--- src/rtl/core/jfx_pkg.sv ---
package jfx_pkg;

	localparam int BufferBytesDefault = 4096;
	localparam int QueueDepth         = 2;

	localparam logic [30:0] IdMax = 31'h7FFF_FFFF;

	localparam logic [7:0] ChOpenBrace  = 8'h7B;
	localparam logic [7:0] ChOpenBrack  = 8'h5B;
	localparam logic [7:0] ChCloseBrace = 8'h7D;
	localparam logic [7:0] ChCloseBrack = 8'h5D;
	localparam logic [7:0] ChQuote      = 8'h22;
	localparam logic [7:0] ChBackslash  = 8'h5C;
	localparam logic [7:0] ChLowerI     = 8'h69;
	localparam logic [7:0] ChLowerD     = 8'h64;
	localparam logic [7:0] ChColon      = 8'h3A;
	localparam logic [7:0] ChTab        = 8'h09;
	localparam logic [7:0] ChLineFeed   = 8'h0A;
	localparam logic [7:0] ChVertTab    = 8'h0B;
	localparam logic [7:0] ChFormFeed   = 8'h0C;
	localparam logic [7:0] ChReturn     = 8'h0D;
	localparam logic [7:0] ChSpace      = 8'h20;
	localparam logic [7:0] ChPlus       = 8'h2B;
	localparam logic [7:0] ChMinus      = 8'h2D;
	localparam logic [7:0] ChZero       = 8'h30;
	localparam logic [7:0] ChNine       = 8'h39;
	localparam logic [7:0] ChNul        = 8'h00;

	typedef enum logic [2:0] {
		PH_SCAN   = 3'd0,
		PH_KEY    = 3'd1,
		PH_COLON  = 3'd2,
		PH_VALUE  = 3'd3,
		PH_SIGN   = 3'd4,
		PH_DIGITS = 3'd5,
		PH_NONE   = 3'd6,
		PH_FOUND  = 3'd7
	} key_phase_t;

	typedef struct packed {
		logic       is_quote;
		logic       is_bslash;
		logic       is_open;
		logic       is_close;
		logic       is_colon;
		logic       is_ws4;
		logic       is_ws_extra;
		logic       is_plus;
		logic       is_minus;
		logic       is_digit;
		logic       is_nul;
		logic       is_i;
		logic       is_d;
		logic [3:0] digit;
	} byte_class_t;

	typedef struct packed {
		byte_class_t cls;
		logic        first;
		logic [7:0]  size;
		logic        last;
	} word_t;

endpackage

--- src/rtl/core/jfx_front.sv ---
module jfx_front (
	input  logic          [7:0] data_byte,
	input  logic                first_of_chunk,
	input  logic          [7:0] chunk_bytes,
	input  logic                last_of_chunk,
	output jfx_pkg::word_t      word
);

	logic [7:0] dsub;

	assign dsub = data_byte - jfx_pkg::ChZero;

	always_comb begin
		word.cls.is_quote    = (data_byte == jfx_pkg::ChQuote);
		word.cls.is_bslash   = (data_byte == jfx_pkg::ChBackslash);
		word.cls.is_open     = (data_byte == jfx_pkg::ChOpenBrace) ||
			(data_byte == jfx_pkg::ChOpenBrack);
		word.cls.is_close    = (data_byte == jfx_pkg::ChCloseBrace) ||
			(data_byte == jfx_pkg::ChCloseBrack);
		word.cls.is_colon    = (data_byte == jfx_pkg::ChColon);
		word.cls.is_ws4      = (data_byte == jfx_pkg::ChSpace) ||
			(data_byte == jfx_pkg::ChTab) || (data_byte == jfx_pkg::ChReturn) ||
			(data_byte == jfx_pkg::ChLineFeed);
		word.cls.is_ws_extra = (data_byte == jfx_pkg::ChVertTab) ||
			(data_byte == jfx_pkg::ChFormFeed);
		word.cls.is_plus     = (data_byte == jfx_pkg::ChPlus);
		word.cls.is_minus    = (data_byte == jfx_pkg::ChMinus);
		word.cls.is_digit    = (data_byte >= jfx_pkg::ChZero) &&
			(data_byte <= jfx_pkg::ChNine);
		word.cls.is_nul      = (data_byte == jfx_pkg::ChNul);
		word.cls.is_i        = (data_byte == jfx_pkg::ChLowerI);
		word.cls.is_d        = (data_byte == jfx_pkg::ChLowerD);
		word.cls.digit       = dsub[3:0];
		word.first           = first_of_chunk;
		word.size            = chunk_bytes;
		word.last            = last_of_chunk;
	end

endmodule

--- src/rtl/core/jfx_queue.sv ---
module jfx_queue (
	input  logic           clk,
	input  logic           arst_n,
	input  logic           push_valid,
	output logic           push_stall,
	input  jfx_pkg::word_t push_word,
	output logic           pop_valid,
	input  logic           pop_stall,
	output jfx_pkg::word_t pop_word
);

	localparam int Depth = jfx_pkg::QueueDepth;
	localparam int PtrW  = (Depth > 1) ? $clog2(Depth) : 1;
	localparam int CntW  = $clog2(Depth + 1);

	jfx_pkg::word_t entry_q [Depth];
	logic [PtrW-1:0] wr_ptr_q;
	logic [PtrW-1:0] rd_ptr_q;
	logic [CntW-1:0] count_q;
	logic            do_push;
	logic            do_pop;

	assign push_stall = (count_q == CntW'(Depth));
	assign pop_valid  = (count_q != '0);
	assign pop_word   = entry_q[rd_ptr_q];
	assign do_push    = push_valid && !push_stall;
	assign do_pop     = pop_valid && !pop_stall;

	always_ff @(posedge clk) begin
		if (do_push) begin
			entry_q[wr_ptr_q] <= push_word;
		end
	end

	always_ff @(posedge clk or negedge arst_n) begin
		if (!arst_n) begin
			wr_ptr_q <= '0;
			rd_ptr_q <= '0;
			count_q  <= '0;
		end else begin
			if (do_push) begin
				wr_ptr_q <= (wr_ptr_q == PtrW'(Depth - 1)) ? '0 : wr_ptr_q + 1'b1;
			end
			if (do_pop) begin
				rd_ptr_q <= (rd_ptr_q == PtrW'(Depth - 1)) ? '0 : rd_ptr_q + 1'b1;
			end
			unique case ({do_push, do_pop})
				2'b10:   count_q <= count_q + 1'b1;
				2'b01:   count_q <= count_q - 1'b1;
				default: count_q <= count_q;
			endcase
		end
	end

endmodule

--- src/rtl/core/jfx_back.sv ---
module jfx_back #(
	parameter int BUFFER_BYTES = jfx_pkg::BufferBytesDefault
) (
	input  logic           clk,
	input  logic           arst_n,
	input  logic           word_valid,
	output logic           word_stall,
	input  jfx_pkg::word_t word,
	output logic           result_valid,
	input  logic           result_stall,
	output logic    [11:0] frame_length,
	output logic           id_present,
	output logic    [30:0] id_number
);

	localparam int FillW  = $clog2(BUFFER_BYTES);
	localparam int DepthW = FillW + 1;
	localparam int SumW   = $clog2(BUFFER_BYTES + 256);

	typedef struct packed {
		logic        [FillW-1:0]  fill;
		logic signed [DepthW-1:0] depth;
		logic                     seen_open;
		logic                     in_str;
		logic                     esc;
		jfx_pkg::key_phase_t      phase;
		logic        [1:0]        kcnt;
		logic                     kmatch;
		logic                     neg;
		logic        [30:0]       mag;
	} frame_t;

	frame_t      frame_q;
	frame_t      frame_n;
	logic        drop_q;
	logic        drop_n;
	logic        pop;
	logic        emit;
	logic        present;
	logic [34:0] prod;
	logic        valid_q;
	logic [11:0] len_q;
	logic        present_q;
	logic [30:0] number_q;

	assign word_stall = valid_q && result_stall;
	assign pop        = word_valid && !word_stall;

	// mag * 10 + digit, wide enough to never wrap
	assign prod = ({4'b0, frame_q.mag} << 3) + ({4'b0, frame_q.mag} << 1) +
		35'(word.cls.digit);

	always_comb begin
		jfx_pkg::key_phase_t ph;
		logic                go;
		frame_n = frame_q;
		drop_n  = drop_q;
		emit    = 1'b0;
		present = 1'b0;
		ph      = frame_q.phase;
		go      = 1'b1;
		if (pop) begin
			if (word.first) begin
				drop_n = 1'b0;
				if (SumW'(frame_q.fill) + SumW'(word.size) >= SumW'(BUFFER_BYTES)) begin
					frame_n = '0;
					drop_n  = 1'b1;
				end
			end
			if (!drop_n) begin
				if (SumW'(frame_q.fill) + SumW'(1) >= SumW'(BUFFER_BYTES)) begin
					frame_n = '0;
					drop_n  = 1'b1;
				end else begin
					frame_n.fill = frame_q.fill + 1'b1;
					// id scanner sees the flags from before this byte
					if (ph == jfx_pkg::PH_COLON) begin
						if (word.cls.is_ws4) begin
							go = 1'b0;
						end else if (word.cls.is_colon) begin
							frame_n.phase = jfx_pkg::PH_VALUE;
							go = 1'b0;
						end else begin
							ph = jfx_pkg::PH_SCAN;
						end
					end
					if (go) begin
						frame_n.phase = ph;
						unique case (ph)
							jfx_pkg::PH_SCAN: begin
								if (word.cls.is_nul) begin
									frame_n.phase = jfx_pkg::PH_NONE;
								end else if (word.cls.is_quote) begin
									frame_n.phase  = jfx_pkg::PH_KEY;
									frame_n.kcnt   = 2'd0;
									frame_n.kmatch = 1'b1;
								end
							end
							jfx_pkg::PH_KEY: begin
								if (word.cls.is_nul) begin
									frame_n.phase = jfx_pkg::PH_NONE;
								end else if (!frame_q.esc && word.cls.is_quote) begin
									if (frame_q.depth == DepthW'(1) && frame_q.kcnt == 2'd2 &&
										frame_q.kmatch) begin
										frame_n.phase = jfx_pkg::PH_COLON;
									end else begin
										frame_n.phase = jfx_pkg::PH_SCAN;
									end
								end else begin
									if (frame_q.kcnt == 2'd0 && !word.cls.is_i) begin
										frame_n.kmatch = 1'b0;
									end
									if (frame_q.kcnt == 2'd1 && !word.cls.is_d) begin
										frame_n.kmatch = 1'b0;
									end
									if (frame_q.kcnt != 2'd3) begin
										frame_n.kcnt = frame_q.kcnt + 1'b1;
									end
								end
							end
							jfx_pkg::PH_VALUE: begin
								if (word.cls.is_ws4 || word.cls.is_ws_extra) begin
									frame_n.phase = jfx_pkg::PH_VALUE;
								end else if (word.cls.is_plus || word.cls.is_minus) begin
									frame_n.neg   = word.cls.is_minus;
									frame_n.phase = jfx_pkg::PH_SIGN;
								end else if (word.cls.is_digit) begin
									frame_n.mag   = 31'(word.cls.digit);
									frame_n.phase = jfx_pkg::PH_DIGITS;
								end else begin
									frame_n.phase = jfx_pkg::PH_NONE;
								end
							end
							jfx_pkg::PH_SIGN: begin
								if (word.cls.is_digit) begin
									frame_n.mag   = 31'(word.cls.digit);
									frame_n.phase = jfx_pkg::PH_DIGITS;
								end else begin
									frame_n.phase = jfx_pkg::PH_NONE;
								end
							end
							jfx_pkg::PH_DIGITS: begin
								if (word.cls.is_digit) begin
									frame_n.mag = (prod > 35'(jfx_pkg::IdMax)) ?
										jfx_pkg::IdMax : prod[30:0];
								end else if (frame_q.neg && frame_q.mag != '0) begin
									frame_n.phase = jfx_pkg::PH_NONE;
								end else begin
									frame_n.phase = jfx_pkg::PH_FOUND;
								end
							end
							default: begin
								frame_n.phase = ph;
							end
						endcase
					end
					// bracket and string tracking
					if (frame_q.in_str) begin
						if (frame_q.esc) begin
							frame_n.esc = 1'b0;
						end else if (word.cls.is_bslash) begin
							frame_n.esc = 1'b1;
						end else if (word.cls.is_quote) begin
							frame_n.in_str = 1'b0;
						end
					end else if (word.cls.is_quote) begin
						frame_n.in_str = 1'b1;
					end else if (word.cls.is_open) begin
						frame_n.depth     = frame_q.depth + DepthW'(1);
						frame_n.seen_open = 1'b1;
					end else if (word.cls.is_close) begin
						frame_n.depth = frame_q.depth - DepthW'(1);
					end
					if (word.last && frame_n.seen_open && frame_n.depth == '0 &&
						!frame_n.in_str) begin
						emit    = 1'b1;
						present = (frame_n.phase == jfx_pkg::PH_FOUND) ||
							((frame_n.phase == jfx_pkg::PH_DIGITS) &&
							!(frame_n.neg && frame_n.mag != '0));
					end
				end
			end
		end
	end

	always_ff @(posedge clk or negedge arst_n) begin
		if (!arst_n) begin
			frame_q <= '0;
			drop_q  <= 1'b0;
			valid_q <= 1'b0;
		end else begin
			frame_q <= emit ? '0 : frame_n;
			drop_q  <= drop_n;
			if (emit) begin
				valid_q <= 1'b1;
			end else if (!result_stall) begin
				valid_q <= 1'b0;
			end
		end
	end

	// hold the result payload until it is taken
	always_ff @(posedge clk) begin
		if (emit) begin
			len_q     <= 12'(frame_n.fill);
			present_q <= present;
			number_q  <= present ? frame_n.mag : '0;
		end
	end

	assign result_valid = valid_q;
	assign frame_length = len_q;
	assign id_present   = present_q;
	assign id_number    = number_q;

endmodule

--- src/rtl/core/json_frame_and_id_extractor_core.sv ---
// JSON frame and id extractor.
// Input channel (data_valid / data_stall) carries one payload byte per word with
// first_of_chunk, chunk_bytes (read on the first byte) and last_of_chunk markers.
// Output channel (result_valid / result_stall) carries one word per completed
// frame: frame_length, id_present and id_number (zero when no id was found).
// Throughput: one byte per cycle while no result is held by result_stall. The
// front classifies each byte, a two-entry queue decouples it from the back,
// which updates depth, string and id state for each byte and loads the output
// register. The last byte of a frame is first written into the queue; the back
// then pops it and registers the result into the output register.
// Chunks that would overflow BUFFER_BYTES are dropped and the frame restarts
// with no result.
// Reset clears the frame state, the queue pointers and the result valid flag;
// the result payload is not reset. No clearing pass is needed.
// While result_stall is high and a result is held, the back stops, the queue fills
// and data_stall rises once both entries are taken.
module json_frame_and_id_extractor_core #(
	parameter int BUFFER_BYTES = jfx_pkg::BufferBytesDefault
) (
	input  logic        clk,
	input  logic        arst_n,
	input  logic        data_valid,
	output logic        data_stall,
	input  logic  [7:0] data_byte,
	input  logic        first_of_chunk,
	input  logic  [7:0] chunk_bytes,
	input  logic        last_of_chunk,
	output logic        result_valid,
	input  logic        result_stall,
	output logic [11:0] frame_length,
	output logic        id_present,
	output logic [30:0] id_number
);

	jfx_pkg::word_t front_word;
	jfx_pkg::word_t back_word;
	logic           back_valid;
	logic           back_stall;

	jfx_front u_front (
		.data_byte      (data_byte),
		.first_of_chunk (first_of_chunk),
		.chunk_bytes    (chunk_bytes),
		.last_of_chunk  (last_of_chunk),
		.word           (front_word)
	);

	jfx_queue u_queue (
		.clk        (clk),
		.arst_n     (arst_n),
		.push_valid (data_valid),
		.push_stall (data_stall),
		.push_word  (front_word),
		.pop_valid  (back_valid),
		.pop_stall  (back_stall),
		.pop_word   (back_word)
	);

	jfx_back #(
		.BUFFER_BYTES (BUFFER_BYTES)
	) u_back (
		.clk          (clk),
		.arst_n       (arst_n),
		.word_valid   (back_valid),
		.word_stall   (back_stall),
		.word         (back_word),
		.result_valid (result_valid),
		.result_stall (result_stall),
		.frame_length (frame_length),
		.id_present   (id_present),
		.id_number    (id_number)
	);

endmodule
--- config.mk ---
export PLATFORM = sky130hd
export DESIGN_NAME = json_frame_and_id_extractor_core
export DESIGN_NICKNAME = d
export VERILOG_FILES = /design/src/rtl/core/jfx_pkg.sv /design/src/rtl/core/jfx_front.sv /design/src/rtl/core/jfx_queue.sv /design/src/rtl/core/jfx_back.sv /design/src/rtl/core/json_frame_and_id_extractor_core.sv
export SDC_FILE = /design/constraint.sdc
export NUM_CORES = 1
export LEC_CHECK = 0
export ABC_AREA = 1
export BUFFER_PORTS_ARGS = -buffer_cell sky130_fd_sc_hd__clkbuf_2
export CORE_ASPECT_RATIO = 1.1
export CORE_MARGIN = 8
export CORE_UTILIZATION = 25
export CTS_BUF_LIST = sky130_fd_sc_hd__clkbuf_8
export CTS_CLUSTER_DIAMETER = 200
export DETAILED_ROUTE_END_ITERATION = 10
export PLACE_DENSITY_LB_ADDON = 0.2
export RECOVER_POWER = 50
export SKIP_LAST_GASP = 1
export SLEW_MARGIN = 15
export SYNTH_ARGS = -nofsm -noshare
export SYNTH_HDL_FRONTEND = slang
export SYNTH_SLANG_ARGS = --single-unit
--- constraint.sdc ---
create_clock -name clk -period 10.56 [get_ports clk]
set_input_delay 1.056 -clock clk [delete_from_list [all_inputs] [get_ports clk]]
set_output_delay 1.056 -clock clk [all_outputs]
set_load 0.01 [all_outputs]
==> flow_summary.toml <==
[clock_network]
tritoncts = "done"
htreeDepth = 4
cts_buffer_depth = 2
cts_resized = 0
cts_setup_buffers = 0
cts_inserted_buffers = 17
clkLatencyLatePin_ns = 0.51
clk_pin_slew_ns = 0.11
cts_hold_buf = 0
clock_sinks = 170
cts-root-buf = "clkbuf_8"

[power_and_ir_drop]
leakage_nw = 6.241
ir_drop_v = 0.0001499
p_per_area_nw_per_um2 = 224.4

[critical_path]
critPathRequiredTime_ns = 10.70
worstPathArrival_ns = 6.05
end_kind = "register"
slowest_stage = "buf_4"
cp_num_buf_inv = 7
cpLargestDelayFamily = "buffers and inverters"
cpPeakStageDelay_ns = 0.58
start_kind = "register"
crit_path_max_fanout = 45
path_cells = "buf_4 -> inv_2 -> or2_2 -> o21ai_0 -> fa_1 -> nor2_1 -> a211oi_1 -> o21ai_0 -> nand3_1 -> buf_4 -> inv_1 -> nor2_1 -> nand2_1 -> nor2_1 -> o2111ai_1 -> nor3_2 -> nand3_1 -> buf_4 -> inv_2 -> buf_4"
critical_path_class = "register to register"
crit_top_cell = "buf_4"

[floorplanning]
initial_core_util_pct = 25.17
placement_rows = 84
die_w_um = 224.5
die_h_um = 245.4
die-area_um2 = 55100
num_io_pins = 68
core-area_um2 = 47510

[placed_design]
detailed_place_hpwl_mm = 25.61
gp_congestion = 0.8382
dp_slack_ns = 4.561
place.port_buffers = 67

[sta]
fin_hold_ws_ns = 0.5313
worst_pin_slew_ns = 3.570
max_freq_mhz = 169.1
finalCritPeriodShare_pct = 56.00
fin_ws_ns = 4.647
drv_slew = 116
min_period_ns = 5.913
tns_ns = 0
setup_viol = 0
finalClockSkew_ns = 0.01894
slew_headroom_pct = -138.0
rsz0062_at_grt = "false"
hold_viol_final = 0

[run_status]
status = "complete, but fails checks"
violations = "capacitance limit, slew limit"

[final_layout]
layout_common_cells = "nand2_1 (366), nor2_1 (198), inv_1 (177)"
drive_gt1_share_pct = 10.22
syn_to_final_growth_pct = 11.10
nets = 1684
antenna_cells = 0
final_common_cell = "nand2_1"

[global_route]
grt_max_degree = 60
grt_pass1_vias = 10310
antenna_found_initial = 0
grt_overflow = 0
grt_usage_pct = 12.74
grt_pass1_wl_mm = 56.24

[job]
maxCapViolations = 3

[drt]
drc = 0
via_per_inst = 4.517
drt-wirelength-per-cell_um = 15.32
postRouteAntennaNets = 0
wl_mm = 34.31
drtIter0Drc = 648
vias = 10120
dr.pass1.iters = 5

[synthesis]
synth-xor-area-share_pct = 3.076
syn_area_um2 = 11960
yosysWarnings = 0
synth_nets = 1631
synthCells = 1529
synth_adder_area_share_pct = 8.558
synth_mux_area_share_pct = 0.4185
synth-compound-area-share_pct = 11.17
synth_top_family_by_area = "simple AND/OR/NAND/NOR gates"
async_flop_share_pct = 42.35
ys.flop_type = "edfxtp_1"
ys_seq_area_share_pct = 39.67
synth_edf_count = 98
synth.distinct_cells = 57
syn_avg_cell_area_um2 = 7.821
yosys.area_share.simple_pct = 28.98
synth_seq_cells = 170

[hold_path]
hp-class = "register to register"
worst paths after layout:
kind | from | end | slack [ns] | depth (start not counted)
max in group asynchronous | arst_n | u_back.frame_q[9] | 6.06 | 2
worst max-delay path | u_queue.rd_ptr_q | u_back.id_number[9] | 4.65 | 20
worst min-delay path | u_back.drop_q | u_back.drop_q | 0.53 | 2
worst min register to register | u_back.drop_q | u_back.drop_q | 0.53 | 2
worst max register to register | u_queue.rd_ptr_q | u_back.id_number[9] | 4.65 | 20
min in group asynchronous | arst_n | u_back.frame_q[48] | 0.63 | 1
per-stage QoR:
stage               std cells  area, µm²  power [mW]  util, %
CTS                      2240      13330       3.024    28.06
finish                   2240      13290       2.981    27.97
global placement         2208      12920       2.514    27.20
floorplan                1529      11960       2.104        -
global route             2240      13290       3.284    27.97
detailed placement       2208      12920       2.524    27.20
worst reg2reg max path: stages (launching register included):
cell and delay [ns]:
dfrtp_1 0.34, buf_4 0.33, inv_2 0.28, or2_2 0.34, o21ai_0 0.11, fa_1 0.21
nor2_1 0.04, a211oi_1 0.16, o21ai_0 0.13, nand3_1 0.08, buf_4 0.39, inv_1 0.42
nor2_1 0.18, nand2_1 0.50, nor2_1 0.28, o2111ai_1 0.17, nor3_2 0.16, nand3_1 0.09
buf_4 0.20, inv_2 0.49, buf_4 0.59
cell families (layout without fill, tap and decap cells):
| logic type | after synthesis | count (layout) |
|---|---|---|
| AO/OA/AOI/OAI | 240 | 240 |
| XOR/XNOR | 42 | 42 |
| adder cells (fa/ha/maj) | 80 | 80 |
| buffers and inverters | 231 | 297 |
| flip-flops | 170 | 170 |
| multiplexers | 5 | 5 |
| AND/OR/NAND/NOR | 761 | 761 |
power by group:
group,internal (mW),switching [mW],total (mW)
combinational,0.489,1.02,1.51
sequential,0.865,0.123,0.988
clock,0.199,0.289,0.488
routing by layer:
metal | wire length (µm) | vias to the layer above | global-route usage (%) | share of wire [%]
met4 | 454 | 0 | 2.830 | 1.3
li1 | - | 5143 | - | -
met3 | 1031 | 32 | 2.254 | 3.0
met5 | 0 | - | 0 | 0
met1 | 15210 | 4799 | 15.56 | 44
met2 | 17610 | 145 | 23.05 | 51
cell usage after synthesis, types with 4 or more instances:
cell type	instances	share of area [%]
nand2_1	366	11
nor2_1	200	6.3
inv_1	178	5.6
a21oi_1	100	4.2
edfxtp_1	98	25
nand3_1	78	3.3
ha_1	77	8.1
o21ai_0	74	3.1
dfrtp_1	72	15
nor2_4	29	2.7
xor2_1	27	2.0
o22ai_1	26	1.4
clkbuf_1	20	0.63
nor3_1	20	0.84
xnor2_1	15	1.1
nand2_2	14	0.73
nor4_1	11	0.58
a22oi_1	10	0.63
buf_2	10	0.42
nand4_1	9	0.47
inv_2	8	0.25
nand3b_1	7	0.44
mux2i_1	5	0.42
nor3_2	5	0.42
o21bai_1	5	0.31
buf_6	4	0.38
nand2_4	4	0.38
o211ai_1	4	0.25
or2_2	4	0.21
layout make-up:
class / instances / area [µm²]
repair buffers: 78 / 376.6
inverters: 187 / 701.9
flip-flops and latches: 170 / 4745
well taps: 645 / 807.0
fillers: 5249 / 34220
clock buffers: 17 / 234.0
clock inverters: 15 / 173.9
multi-input cells: 1128 / 6248
state kept, by name, summed over array words and instances (netlist names):
name / count
u_back.drop_q: 1
u_back.result_valid: 1
u_back.id_present: 1
u_queue.wr_ptr_q: 1
u_queue.rd_ptr_q: 1
u_queue.count_q: 2
u_back.frame_length: 12
u_back.id_number: 31
u_back.frame_q: 66
u_queue.entry_q: 54
(Power assumes the default switching activity.)
